### src/rtl/minifloat_add_sub_mul_unit_macros.svh
// ----------------------------------------------------------------------------
// minifloat unit assertion macros
// shared concurrent assertion helpers, empty under synthesis
// ----------------------------------------------------------------------------
`ifndef MINIFLOAT_ADD_SUB_MUL_UNIT_MACROS_SVH
`define MINIFLOAT_ADD_SUB_MUL_UNIT_MACROS_SVH
`ifndef SYNTHESIS
`define MF_ASSERT_IMPL(lbl, clk, rst_n, ante, cons) \
  lbl: assert property (@(posedge clk) disable iff (!rst_n) (ante) |-> (cons)) \
    else $error("assertion failed");
`define MF_ASSERT_NEXT(lbl, clk, rst_n, ante, cons) \
  lbl: assert property (@(posedge clk) disable iff (!rst_n) (ante) |=> (cons)) \
    else $error("assertion failed");
`else
`define MF_ASSERT_IMPL(lbl, clk, rst_n, ante, cons)
`define MF_ASSERT_NEXT(lbl, clk, rst_n, ante, cons)
`endif
`endif

### src/rtl/mfasm_pkg.sv
// ----------------------------------------------------------------------------
// mfasm_pkg
// shared types and constants of the minifloat unit
// ----------------------------------------------------------------------------
`timescale 1ns / 1ps
package mfasm_pkg;
  localparam logic [12:0] QNAN = 13'h0F10;
  localparam logic [3:0] EXP_TOP = 4'd15;

  typedef enum logic [1:0] {
    OP_ADD = 2'd0,
    OP_SUB = 2'd1,
    OP_MUL = 2'd2,
    OP_BAD = 2'd3
  } op_t;

  // result class decided in the front part
  typedef enum logic [1:0] {
    CL_FIXED = 2'd0,
    CL_ADD   = 2'd1,
    CL_MUL   = 2'd2
  } cls_t;

  typedef struct packed {
    cls_t        cls;
    logic        bad;
    logic [12:0] fixed;
    logic        sa;
    logic        sb;
    logic [3:0]  ea;
    logic [3:0]  eb;
    logic [8:0]  ma;
    logic [8:0]  mb;
  } job_t;
endpackage

### src/rtl/minifloat_add_sub_mul_unit.sv
// ----------------------------------------------------------------------------
// minifloat_add_sub_mul_unit
// 13-bit minifloat add, subtract and multiply with round to nearest even
// ----------------------------------------------------------------------------
// usage: send one word per operation on the in_ channel; tuser carries the
//   operation (0 add, 1 subtract, 2 multiply, 3 invalid), tdata the operands
// each word yields exactly one result word on the out_ channel, in order;
//   tdata holds the rounded value, tuser flags an invalid operation code
// datapath: the front register loads at acceptance, then the queue, the
//   align/multiply stage and the normalize/round stage are registered in turn
// throughput: one word per cycle while out_tready is high; the path is set by
//   the 9x9 multiply in the first back stage and the normalize/round stage after it
// stall: when out_tready is low the back stages hold, the two-entry queue
//   fills, and then in_tready drops; nothing is lost or repeated
// reset: synchronous active-low rst_n empties all stages and the queue
// ----------------------------------------------------------------------------
`timescale 1ns / 1ps
`include "minifloat_add_sub_mul_unit_macros.svh"
module minifloat_add_sub_mul_unit (
  input  logic        clk,
  input  logic        rst_n,
  input  logic        in_tvalid,
  output logic        in_tready,
  input  logic [31:0] in_tdata,   // operand_a[12:0], operand_b[25:13], zeros
  input  logic [1:0]  in_tuser,   // kind[1:0]
  output logic        out_tvalid,
  input  logic        out_tready,
  output logic [15:0] out_tdata,  // result_value[12:0], zeros
  output logic        out_tuser   // bad_operation
);
  logic            f_vld, f_rdy, q_vld, q_rdy;
  mfasm_pkg::job_t f_job, q_job;
  logic [12:0]     res;

  mfasm_front u_front (
    .clk, .rst_n,
    .in_valid(in_tvalid), .in_ready(in_tready),
    .in_kind(in_tuser), .in_a(in_tdata[12:0]), .in_b(in_tdata[25:13]),
    .job_valid(f_vld), .job_ready(f_rdy), .job(f_job)
  );

  // queue decouples classification from arithmetic
  mfasm_queue u_queue (
    .clk, .rst_n,
    .wr_valid(f_vld), .wr_ready(f_rdy), .wr_job(f_job),
    .rd_valid(q_vld), .rd_ready(q_rdy), .rd_job(q_job)
  );

  mfasm_back u_back (
    .clk, .rst_n,
    .job_valid(q_vld), .job_ready(q_rdy), .job(q_job),
    .out_valid(out_tvalid), .out_ready(out_tready),
    .out_value(res), .out_bad(out_tuser)
  );

  assign out_tdata = {3'd0, res};

  // invalid operations always return zero
  `MF_ASSERT_IMPL(a_bad_zero, clk, rst_n, out_tvalid && out_tuser, res == 13'd0)
  // a stalled result holds
  `MF_ASSERT_NEXT(a_hold, clk, rst_n, out_tvalid && !out_tready,
                  out_tvalid && $stable(out_tdata) && $stable(out_tuser))
  // queue full means front cannot be drained
  `MF_ASSERT_IMPL(a_flow, clk, rst_n, !f_rdy, q_vld)
endmodule

### src/rtl/mfasm_front.sv
// ----------------------------------------------------------------------------
// mfasm_front
// decodes operation and classifies special operands into a job word
// ----------------------------------------------------------------------------
`timescale 1ns / 1ps
module mfasm_front (
  input  logic              clk,
  input  logic              rst_n,
  input  logic              in_valid,
  output logic              in_ready,
  input  logic [1:0]        in_kind,
  input  logic [12:0]       in_a,
  input  logic [12:0]       in_b,
  output logic              job_valid,
  input  logic              job_ready,
  output mfasm_pkg::job_t   job
);
  mfasm_pkg::job_t job_r, job_nxt;
  logic vld_r;
  logic [12:0] b;
  logic sa, sb, na, nb, ia, ib, za, zb;

  assign in_ready  = !vld_r || job_ready;
  assign job_valid = vld_r;
  assign job       = job_r;

  always_comb begin
    b  = (in_kind == mfasm_pkg::OP_SUB) ? (in_b ^ 13'h1000) : in_b;
    sa = in_a[12];
    sb = b[12];
    na = (in_a[11:8] == mfasm_pkg::EXP_TOP) && (in_a[7:0] != 8'd0);
    nb = (b[11:8] == mfasm_pkg::EXP_TOP) && (b[7:0] != 8'd0);
    ia = (in_a[11:8] == mfasm_pkg::EXP_TOP) && (in_a[7:0] == 8'd0);
    ib = (b[11:8] == mfasm_pkg::EXP_TOP) && (b[7:0] == 8'd0);
    za = in_a[11:8] == 4'd0;
    zb = b[11:8] == 4'd0;
    job_nxt.bad   = 1'b0;
    job_nxt.cls   = mfasm_pkg::CL_FIXED;
    job_nxt.fixed = 13'd0;
    job_nxt.sa    = sa;
    job_nxt.sb    = sb;
    job_nxt.ea    = in_a[11:8];
    job_nxt.eb    = b[11:8];
    job_nxt.ma    = {1'b1, in_a[7:0]};
    job_nxt.mb    = {1'b1, b[7:0]};
    unique case (in_kind)
      mfasm_pkg::OP_ADD, mfasm_pkg::OP_SUB: begin
        if (na || nb) job_nxt.fixed = mfasm_pkg::QNAN;
        else if (ia && ib) job_nxt.fixed = (sa == sb) ? in_a : mfasm_pkg::QNAN;
        else if (ia) job_nxt.fixed = in_a;
        else if (ib) job_nxt.fixed = b;
        else if (za && zb) job_nxt.fixed = {sa & sb, 12'd0};
        else if (zb) job_nxt.fixed = in_a;
        else if (za) job_nxt.fixed = b;
        else job_nxt.cls = mfasm_pkg::CL_ADD;
      end
      mfasm_pkg::OP_MUL: begin
        if (na || nb) job_nxt.fixed = mfasm_pkg::QNAN;
        else if (ia || ib)
          job_nxt.fixed = (za || zb) ? mfasm_pkg::QNAN : {sa ^ sb, 4'hF, 8'd0};
        else if (za || zb) job_nxt.fixed = {sa ^ sb, 12'd0};
        else job_nxt.cls = mfasm_pkg::CL_MUL;
      end
      default: job_nxt.bad = 1'b1;
    endcase
  end

  always_ff @(posedge clk) begin
    if (!rst_n) begin
      vld_r <= 1'b0;
    end else if (in_ready) begin
      vld_r <= in_valid;
    end
  end

  always_ff @(posedge clk) begin
    if (in_ready && in_valid) begin
      job_r <= job_nxt;
    end
  end
endmodule

### src/rtl/mfasm_queue.sv
// ----------------------------------------------------------------------------
// mfasm_queue
// two-entry queue of jobs between front and back parts
// ----------------------------------------------------------------------------
`timescale 1ns / 1ps
module mfasm_queue (
  input  logic             clk,
  input  logic             rst_n,
  input  logic             wr_valid,
  output logic             wr_ready,
  input  mfasm_pkg::job_t  wr_job,
  output logic             rd_valid,
  input  logic             rd_ready,
  output mfasm_pkg::job_t  rd_job
);
  mfasm_pkg::job_t mem_r [2];
  logic wp_r, rp_r;
  logic [1:0] cnt_r;
  logic wr_en, rd_en;

  assign wr_ready = cnt_r != 2'd2;
  assign rd_valid = cnt_r != 2'd0;
  assign rd_job   = mem_r[rp_r];
  assign wr_en    = wr_valid && wr_ready;
  assign rd_en    = rd_valid && rd_ready;

  always_ff @(posedge clk) begin
    if (!rst_n) begin
      wp_r  <= 1'b0;
      rp_r  <= 1'b0;
      cnt_r <= 2'd0;
    end else begin
      if (wr_en) wp_r <= !wp_r;
      if (rd_en) rp_r <= !rp_r;
      cnt_r <= cnt_r + {1'b0, wr_en} - {1'b0, rd_en};
    end
  end

  always_ff @(posedge clk) begin
    if (wr_en) mem_r[wp_r] <= wr_job;
  end
endmodule

### src/rtl/mfasm_back.sv
// ----------------------------------------------------------------------------
// mfasm_back
// two-stage datapath: align/add or multiply, then normalize, round and pack
// ----------------------------------------------------------------------------
`timescale 1ns / 1ps
module mfasm_back (
  input  logic             clk,
  input  logic             rst_n,
  input  logic             job_valid,
  output logic             job_ready,
  input  mfasm_pkg::job_t  job,
  output logic             out_valid,
  input  logic             out_ready,
  output logic [12:0]      out_value,
  output logic             out_bad
);
  // stage 1 registers
  logic        s1_vld_r;
  logic        s1_fix_r;
  logic [12:0] s1_fixed_r;
  logic        s1_bad_r;
  logic        s1_s_r;
  logic [23:0] s1_m_r;
  logic signed [6:0] s1_base_r;
  // stage 2 registers
  logic        s2_vld_r;
  logic [12:0] s2_val_r;
  logic        s2_bad_r;

  logic s1_adv, s2_adv;
  logic sw, sb1, sa1, s1_s;
  logic [3:0] eh, el, d;
  logic [8:0] mh, ml;
  logic [23:0] big, m1;
  logic signed [6:0] base1;
  logic fix1;
  logic [12:0] fixed1;

  assign s2_adv    = !s2_vld_r || out_ready;
  assign s1_adv    = !s1_vld_r || s2_adv;
  assign job_ready = s1_adv;
  assign out_valid = s2_vld_r;
  assign out_value = s2_val_r;
  assign out_bad   = s2_bad_r;

  always_comb begin
    sw  = job.ea < job.eb;
    eh  = sw ? job.eb : job.ea;
    el  = sw ? job.ea : job.eb;
    mh  = sw ? job.mb : job.ma;
    ml  = sw ? job.ma : job.mb;
    sa1 = sw ? job.sb : job.sa;
    sb1 = sw ? job.sa : job.sb;
    d   = eh - el;
    big = {15'd0, mh} << d;
    fix1   = job.cls == mfasm_pkg::CL_FIXED;
    fixed1 = job.fixed;
    s1_s   = sa1;
    m1     = 24'd0;
    base1  = $signed({3'd0, el}) - 7'sd8;
    if (job.cls == mfasm_pkg::CL_MUL) begin
      m1    = {6'd0, {9'd0, job.ma} * {9'd0, job.mb}};
      s1_s  = job.sa ^ job.sb;
      base1 = $signed({3'd0, job.ea}) + $signed({3'd0, job.eb}) - 7'sd23;
    end else if (sa1 == sb1) begin
      m1 = big + {15'd0, ml};
    end else if (big > {15'd0, ml}) begin
      m1 = big - {15'd0, ml};
    end else if (big < {15'd0, ml}) begin
      m1   = {15'd0, ml} - big;
      s1_s = sb1;
    end else if (job.cls == mfasm_pkg::CL_ADD) begin
      fix1   = 1'b1;
      fixed1 = 13'd0;
    end
  end

  always_ff @(posedge clk) begin
    if (!rst_n) begin
      s1_vld_r <= 1'b0;
      s2_vld_r <= 1'b0;
    end else begin
      if (s1_adv) s1_vld_r <= job_valid;
      if (s2_adv) s2_vld_r <= s1_vld_r;
    end
  end

  always_ff @(posedge clk) begin
    if (s1_adv && job_valid) begin
      s1_fix_r   <= fix1;
      s1_fixed_r <= fixed1;
      s1_bad_r   <= job.bad;
      s1_s_r     <= s1_s;
      s1_m_r     <= m1;
      s1_base_r  <= base1;
    end
  end

  // stage 2: normalize, round, pack
  logic [4:0] p;
  logic [4:0] sh;
  logic [23:0] q, rem, half, mask;
  logic [9:0] qr;
  logic signed [7:0] e;
  logic up;
  logic [12:0] val2;

  always_comb begin
    p = 5'd0;
    for (int i = 0; i < 24; i++) begin
      if (s1_m_r[i]) p = 5'(i);
    end
    e    = 8'(s1_base_r) + $signed({3'd0, p});
    sh   = 5'd0;
    qr   = 10'd0;
    q    = 24'd0;
    rem  = 24'd0;
    half = 24'd0;
    mask = 24'd0;
    up   = 1'b0;
    if (p > 5'd8) begin
      sh   = p - 5'd8;
      mask = (24'd1 << sh) - 24'd1;
      rem  = s1_m_r & mask;
      half = 24'd1 << (sh - 5'd1);
      q    = s1_m_r >> sh;
      up   = (rem > half) || ((rem == half) && q[0]);
      qr   = {1'b0, q[8:0]} + {9'd0, up};
      if (qr[9]) begin
        qr = qr >> 1;
        e  = e + 8'sd1;
      end
    end else begin
      qr = {1'b0, s1_m_r[8:0] << (5'd8 - p)};
    end
    if (s1_fix_r) val2 = s1_fixed_r;
    else if (e >= 8'sd15) val2 = {s1_s_r, 4'hF, 8'd0};
    else if (e <= 8'sd0) val2 = {s1_s_r, 12'd0};
    else val2 = {s1_s_r, e[3:0], qr[7:0]};
  end

  always_ff @(posedge clk) begin
    if (s2_adv && s1_vld_r) begin
      s2_val_r <= val2;
      s2_bad_r <= s1_bad_r;
    end
  end
endmodule

### config.mk
export PLATFORM = sky130hd
export DESIGN_NAME = minifloat_add_sub_mul_unit
export DESIGN_NICKNAME = d
export VERILOG_FILES = /design/src/rtl/mfasm_pkg.sv /design/src/rtl/minifloat_add_sub_mul_unit.sv /design/src/rtl/mfasm_front.sv /design/src/rtl/mfasm_queue.sv /design/src/rtl/mfasm_back.sv
export VERILOG_INCLUDE_DIRS = /design/src /design/src/rtl
export SDC_FILE = /design/constraint.sdc
export NUM_CORES = 1
export LEC_CHECK = 0
export BUFFER_PORTS_ARGS = -buffer_cell sky130_fd_sc_hd__buf_2
export CORE_MARGIN = 4
export CORE_UTILIZATION = 45
export CTS_BUF_LIST = sky130_fd_sc_hd__clkbuf_8 sky130_fd_sc_hd__clkbuf_16
export DETAILED_ROUTE_END_ITERATION = 7
export GPL_TIMING_DRIVEN = 0
export PLACE_DENSITY = 0.64
export SLEW_MARGIN = 20
export SYNTH_ARGS = -nofsm -noshare
export SYNTH_HDL_FRONTEND = slang
export SYNTH_HIERARCHICAL = 1
export SYNTH_SLANG_ARGS = --single-unit
### constraint.sdc
create_clock -name clk -period 8.78 [get_ports clk]
set_input_delay 1.756 -clock clk [delete_from_list [all_inputs] [get_ports clk]]
set_output_delay 1.756 -clock clk [all_outputs]
set_load 0.03 [all_outputs]
After elaboration in Yosys (flattened, before gate mapping)
Memories as Yosys holds them, arrays and structs flattened. A register that Yosys moved wholly into a read port is not among the register bits.
Index checks and enable logic that the tools add are counted.

operators by class
  add/sub/neg operators = 16
  multiply operators = 1
  magnitude comparators = 7
  equality and inequality tests = 10
  shifts and indexed selects = 5
  muxes and demuxes = 85
  bitwise gates (word level) = 5
  reductions and logical operators = 34

operator list
  operator                                                              count
  13-bit two-way mux                                                    19
  24-bit two-way mux                                                    3
  1-bit by 5-bit left shift with 24-bit output, first input constant    2
  4-bit two-way mux                                                     10
  5-bit two-way mux                                                     8
  8-bit two-way mux                                                     4
  13-bit case mux with 2 select lines                                   1
  24-bit by 9-bit adder with 24-bit output                              1
  24-bit AND                                                            1
  24-bit == test                                                        1
  24-bit > comparator                                                   1
  24-bit by 9-bit > comparator with 1-bit output                        1
  24-bit by 9-bit less-than comparator with 1-bit output                1
  12-bit two-way mux                                                    2
  9-bit by 4-bit left shift with 24-bit output                          1
  24-bit by 5-bit >> shifter with 9-bit output                          1
  24-bit by 1-bit subtractor with 24-bit output, second input constant  1
  24-bit by 9-bit subtractor with 24-bit output                         1
  9-bit by 24-bit subtractor with 24-bit output                         1
  2-bit two-way mux                                                     10
  1-bit two-way mux                                                     19
  9-bit by 9-bit multiplier with 18-bit output                          1
  18-bit two-way mux                                                    1
  9-bit two-way mux                                                     2
  38 further kinds                                                      70

word-level totals
  flip-flop bits (word level) = 110
  memory bits (writable) = 84
  input port bits = 38
  output and inout bits = 19
  logic and storage cells = 188
  memories kept = 1

memories
  memory         words  bits a word  rd ports  clocked after Yosys merged registers in  wr ports  RTL line           text
  u_queue.mem_r  2      42           1         1                                        1         mfasm_queue.sv:16  mfasm_pkg::job_t mem_r [2];

Logic depth before layout (Yosys ltp)
Gate-level depths: netlist (run 1).

  depth in word-level cells = 37
  depth in mapped cells = 35
  gate-level depth less buffers = 33

Modules after synthesis
Netlist (run 1), hierarchy kept.

modules (own cells, without submodules)
  module                      instances  cells an instance  area an instance (um^2)  sequential area each (um^2)
  mfasm_back                  1          1,621              12,572.1                 1,841.8
  mfasm_queue                 1          167                3,443.3                  2,742.6
  mfasm_front                 1          141                1,948.1                  1,281.2
  minifloat_add_sub_mul_unit  1          4                  26.3                     0.0

Least setup slack after synthesis (run 1)
Ideal clock, no wire load.

  kind = flip-flop to flip-flop
  from = register with a tool-made name
  to = register u_back.s1_m_r[1], data pin
  library setup time = 256 ps
  arrival = 7,178 ps
  required time = 8,524 ps
  setup slack = 1,346 ps
  cell stages (with the launch flop) = 34
  buffers on the path = 8
  period minus slack after synthesis = 7,434 ps
  path through = dfxtp_1 > buf_2 > buf_4 > mux2_1 > inv_1 > ha_1 > nor2_2 > a211oi_4 > nor2_2 > buf_6 > clkbuf_1 > nand2_1 > nor2_1 > nor2_1 > ha_1 > or4_1 > and2_1 > buf_2 > buf_2 > clkbuf_1 > or3_1 > ha_1 > clkbuf_1 > a21o_1 > a21oi_1 > o21bai_1 > a21oi_1 > o21bai_1 > a21o_1 > a21o_1 > nor4_4 > nor2_1 > a221o_1 > a22o_1

RTL lines
  what                  RTL line          text
  to (signal assigned)  mfasm_back.sv:94  s1_m_r <= m1;
  to (decl)             mfasm_back.sv:23  logic [23:0] s1_m_r;

==> flow_metrics.tcl, run 1 <==
set metrics [dict create \
    tns_ns 0 \
    coreArea_um2 39100 \
    reg2reg_slack_ns 0.43 \
    die-height_um 208 \
    crit_type "register to register" \
    cts-root-buf "clkbuf_16" \
    hold_start "u_back/s1_bad_r" \
    cts_tree "done" \
    synth_flop_cell "edfxtp_1" \
    drt-total-wl_um 50600 \
    nets 2227 \
    post-route-period-util 0.951 \
    fmax_ghz 0.120 \
    slew_viol_final 0 \
    fp.dieW_um 208 \
    hold_slack_ns 0.436 \
    htreeDepth 4 \
    worst_skew_pair.late_latency_ns 0.44 \
    yosysUniqueCellTypes 112 \
    hold_viol 0 \
    placed_area_um2 19000 \
    slowest_stage "or4_1" \
    io_pins 57 \
    antenna_found_initial 0 \
    wl_per_cell_um 19.9 \
    drive_gt1_frac 0.116 \
    slew_headroom 0.356 \
    grt_pass1_vias 14794 \
    drt-initial-drc-count 1310 \
    tightest_slew_ns 0.959 \
    fp.dieArea_um2 43200 \
    synthCells 1933 \
    end_kind "register" \
    max_cap_violations 0 \
    overflow 0 \
    crit_required_ns 9.02 \
    hold_path_depth 0 \
    skew_ns 0.0134 \
    drc 0 \
    grt_pass1_wl_um 81000 \
    place.gp.congestion 0.991 \
    grt_max_degree 36 \
    syn2layout_area_growth_pct 9.85 \
    min_to "u_back/out_bad" \
    yosys_warnings 6 \
    cts_made_buffers 17 \
    hp-class "register to register" \
    io_buffer_count 46 \
    viasPerCell 5.97 \
    grt_usage 0.229 \
    dpl.hpwl_um 39100 \
    worstReg2RegEnd "u_back/s1_m_r[8]" \
    vias 15172 \
    crit_path_max_incr_delay_ns 0.52 \
    avgSynthCellArea_um2 9.31 \
    cts.path.max_buffers 2 \
    cp_max_fo 10 \
    ys_seq_area_frac 0.326 \
    fin_crit_ns 8.35 \
    setup_viol 0 \
    crit_arrival_ns 8.58 \
    diodes 0 \
    status "complete, no violations" \
    synth_edf_count 190 \
    async_reset_ff_frac 0 \
    dp.cells 2504 \
    final_area_um2 19800 \
    cp-start-kind "register" \
    ys_ff_latch 198 \
    drtAntennaViolNets 0 \
    r2r_cells 35 \
    start_util 0.460 \
    synth_area_um2 18000 \
    cts.sinks 198 \
    clk_pin_slew_ns 0.09 \
    stdcell_count 2542 \
    drt-pass1-iter-count 6 \
    rows 72 \
]
## critical path, delay by kind of cell, from the launching register on
kind | cells | cell delay [ns]
and+or+nand+nor | 9 | 2.12
muxes | 1 | 0.41
buffers and inverters | 11 | 2.29
DFF | 1 | 0.31
AOI/OAI and AO/OA | 11 | 2.16
adders and majority gates | 3 | 0.82
## layer usage
metal / share of wire / track usage / wire (µm)
met5: 0 / 0 / 0
met4: 0.035 / 0.0829 / 1750
met3: 0.062 / 0.0223 / 3150
met2: 0.46 / 0.377 / 23400
met1: 0.44 / 0.317 / 22200
## stage by stage
stage,utilization,setup slack [ns]
final,0.505,0.432
after global routing,0.505,-0.0144
after detailed placement,0.485,-0.717
after CTS,0.503,0.0501
after global placement,0.483,-0.735
after floorplan,-,1.35
## cells by family after synthesis
group | share of synthesized area
flops | 0.326
fa+ha+maj | 0.147
xor+xnor | 0.0292
simple gates | 0.197
compound gates | 0.181
mux | 0.0613
other cells | 0.000417
buf+inv | 0.0588
## registers in the layout (all words and copies together) (netlist names), 2 cells and up, named ones only
name               count
u_queue/mem_r         88
u_front/job           42
u_back/s1_m_r         24
u_back/out_value      13
u_back/s1_fixed_r     13
u_back/s1_base_r       6
u_queue/cnt_r          2
## repair_timing
| item | in CTS | in global routing |
|---|---|---|
| hold buffers | 0 | 0 |
| setup buffers | 2 | 4 |
| setup endpoints to repair | 34 | 46 |
| gates resized for setup | 3 | 18 |
| pin swaps | 2 | 3 |
## cell usage after synthesis, types with 7 or more instances
cell / number / share of area
a211oi_1: 19 / 0.0079
a211oi_2: 8 / 0.0056
a21boi_0: 10 / 0.0042
a21boi_1: 8 / 0.0033
a21o_1: 20 / 0.0083
a21oi_1: 123 / 0.034
a221oi_1: 7 / 0.0034
a22oi_1: 13 / 0.0054
a31oi_1: 10 / 0.0035
and2_1: 58 / 0.020
and3_1: 19 / 0.0066
buf_2: 11 / 0.0031
buf_4: 12 / 0.0050
clkbuf_1: 77 / 0.016
dfxtp_1: 8 / 0.0089
edfxtp_1: 190 / 0.32
fa_1: 55 / 0.061
ha_1: 123 / 0.086
inv_1: 142 / 0.030
mux2_1: 45 / 0.028
mux2_2: 16 / 0.010
mux2i_1: 20 / 0.011
mux4_2: 9 / 0.011
nand2_1: 203 / 0.042
nand2b_1: 15 / 0.0052
nand3_1: 52 / 0.014
nand4_1: 14 / 0.0049
nor2_1: 129 / 0.027
nor2b_1: 37 / 0.013
nor3_1: 32 / 0.0089
nor4_1: 29 / 0.010
o211ai_1: 13 / 0.0054
o21a_1: 16 / 0.0067
o21ai_0: 104 / 0.029
o21ai_1: 13 / 0.0036
o21bai_1: 8 / 0.0033
o22ai_1: 9 / 0.0031
o31ai_1: 13 / 0.0054
or2_2: 9 / 0.0031
or3_1: 8 / 0.0028
or4_1: 15 / 0.0063
xnor2_1: 37 / 0.018
xor2_1: 23 / 0.011
## worst max path at each step
stage                  start           endpoint  slack [ns]  cells past startpoint
floorplan           register   u_back/s1_m_r[1]        1.35                     33
global placement    register   u_back/s1_m_r[9]       -0.73                     35
detailed placement  register   u_back/s1_m_r[9]       -0.72                     35
CTS                 register   u_back/s1_m_r[1]        0.05                     33
global route        register  u_back/s1_m_r[11]       -0.01                     33
finish              register   u_back/s1_m_r[8]        0.43                     35
## cells in the final DEF, fill, tap and decap left out, types with 9 or more instances in the layout
master	count
fa_1	55
nor2_1	126
nand4_1	14
a21oi_1	121
mux2i_1	20
mux2_1	45
o211ai_1	13
o21ai_0	102
a31oi_1	10
clkbuf_1	76
o21a_1	16
xnor2_1	37
mux4_2	9
and2_1	56
nor2b_1	36
mux2_2	16
a211oi_1	19
and3_1	18
buf_2	55
a21o_1	20
nor4_1	27
o21ai_1	15
ha_1	123
xor2_1	23
nand2_1	203
o31ai_1	11
nand3_1	52
edfxtp_1	190
or4_1	15
o22ai_1	9
a22oi_1	13
nor3_1	32
buf_4	18
a21boi_0	10
clkbuf_16	17
nand2b_1	15
inv_1	141
or2_2	9
## final cells by class
type,count,area [µm²]
fillers,3677,19300
multi-input cells,1482,11200
flip-flops and latches,198,5870
well taps,518,648
inverters,146,548
plain buffers,110,518
clock buffers,17,425
repair buffers,56,355
clock inverters,15,228
Power of run 1 is not shown: default switching activity piles up to over one toggle a cycle in this logic, so the estimate is an artifact.
==> run 2: changes to the inputs <==
- CORE_ASPECT_RATIO: not set -> 0.75
- MAX_ROUTING_LAYER: not set -> met4
==> run 2 against run 1 <==
Net effect:
- first-iteration DRC count is 28% higher
- clock skew is 0.0025 ns higher
- critical path depth is 1 lower
- core utilization is 0.41 points lower
- count of clock-buffer cells in the layout stayed put
- non-clock buffer count is 2 higher
- worst hold slack worse by 0.013 ns
- sequential share of layout area is 0.054 points lower
- final cell count is 0.20% higher
- highest routed layer unchanged
==> flow_metrics.tcl, run 2 (same netlist as run 1, synthesis figures left out) <==
set metrics [dict create \
    cp-start-kind "register" \
    io_buffer_count 46 \
    cts.sinks 198 \
    hold_viol 0 \
    max_cap_violations 0 \
    fp.dieW_um 239 \
    fmax_ghz 0.119 \
    viasPerCell 5.96 \
    drt-total-wl_um 52200 \
    htreeDepth 4 \
    final_common_cell "nand2_1" \
    final_util 0.501 \
    clk_pin_slew_ns 0.08 \
    crit_arrival_ns 8.65 \
    slew_viol_final 0 \
    crit_required_ns 9.00 \
    drt-initial-drc-count 1674 \
    start_util 0.456 \
    post-route-period-util 0.960 \
    drive_gt1_frac 0.120 \
    status "complete, no violations" \
    grt_max_degree 35 \
    crit_path_max_incr_delay_ns 0.52 \
    grt_pass1_wl_um 82100 \
    reg2reg_slack_ns 0.35 \
    cts.path.max_buffers 2 \
    coreArea_um2 39500 \
    final_cell_mix "203 x nand2_1, 190 x edfxtp_1, 141 x inv_1" \
    fin_crit_ns 8.43 \
    vias 15191 \
    cts_hold_buf 0 \
    drtAntennaViolNets 0 \
    largest_register_ff_count 88 \
    final_area_um2 19800 \
    die-height_um 181 \
    rows 63 \
    dpl.hpwl_um 40400 \
    place.gp.congestion 0.992 \
    path_delay_family "simple AND/OR/NAND/NOR gates" \
    syn2layout_area_growth_pct 10.0 \
    nets 2229 \
    worst_skew_pair.late_latency_ns 0.44 \
    regMostFlops "u_queue/mem_r" \
    setup_viol 0 \
    hold_slack_ns 0.422 \
    placed_area_um2 19000 \
    drc 0 \
    slowest_stage "or4_1" \
    cts-root-buf "clkbuf_16" \
    drt-pass1-iter-count 6 \
    slew_headroom 0.155 \
    grt_usage 0.245 \
    fillCellCount 3648 \
    antenna_found_initial 0 \
    cts_tree "done" \
    hold_start "u_back/s1_bad_r" \
    grt_pass1_vias 14349 \
    tns_ns 0 \
    fp.dieArea_um2 43300 \
    skew_ns 0.0158 \
    hp-class "register to register" \
    io_pins 57 \
    crit_type "register to register" \
    cp_max_fo 10 \
    crit_buf_inv 10 \
    end_kind "register" \
    tightest_slew_ns 1.25 \
    wl_per_cell_um 20.5 \
    overflow 0 \
    cts_made_buffers 17 \
]
[run 2: cell types whose count changed in the layout (fill, tap and decap cells not counted), moves of 2 or more]
| cell | delta |
|---|---|
| inv_8 | +4 |
| buf_4 | +3 |
| clkinv_8 | -4 |
| bufinv_16 | +2 |
[run 2: worst paths after layout]
| check | cells after the start | endpoint |
|---|---|---|
| max | 34 | u_back/s1_m_r[18] |
| min | 0 | u_back/out_bad |
| max reg2reg | 34 | u_back/s1_m_r[18] |
| min reg2reg | 0 | u_back/out_bad |
[run 2: metrics by stage]
step,std cells,worst slack [ns]
floorplan,1936,1.35
global placement,2502,-0.392
detailed placement,2506,-0.524
CTS,2538,0.0244
global route,2546,-0.0377
finish,2547,0.355
[run 2: repair_timing]
action | in CTS | in global routing
resized for setup | 3 | 20
setup endpoints to repair | 33 | 46
buffers inserted | 0 | 9
pin swaps | 0 | 3
[run 2: layout make-up]
| type | instances | area [µm²] | share of cell area |
|---|---|---|---|
| buffer | 109 | 512 | 0.0258 |
| multi-input combinational | 1482 | 11200 | 0.565 |
| inverter | 146 | 548 | 0.0277 |
| tap | 520 | 651 | 0.0329 |
| clock inverter | 15 | 231 | 0.0117 |
| timing repair buffer | 59 | 378 | 0.0191 |
| clock buffer | 17 | 425 | 0.0215 |
| sequential | 198 | 5870 | 0.296 |
| antenna | 1 | 2.50 | 0.000126 |
[run 2: worst register-to-register path, delay by kind of cell (launching register included)]
family,cells,cell delay (ns)
AO/OA/AOI/OAI,10,2.08
adder cells (fa/ha/maj),3,0.84
buffers and inverters,10,2.15
flip-flops,1,0.31
multiplexers,1,0.41
AND/OR/NAND/NOR,10,2.42
[run 2: layer usage]
metal / GRT usage / vias up / share of wire
li1: - / 7160 / -
met1: 0.366 / 7325 / 0.47
met2: 0.344 / 641 / 0.42
met3: 0.0468 / 65 / 0.085
met4: 0.0573 / 0 / 0.019
met5: - / - / 0
Power of run 2 is left out for the same reason.
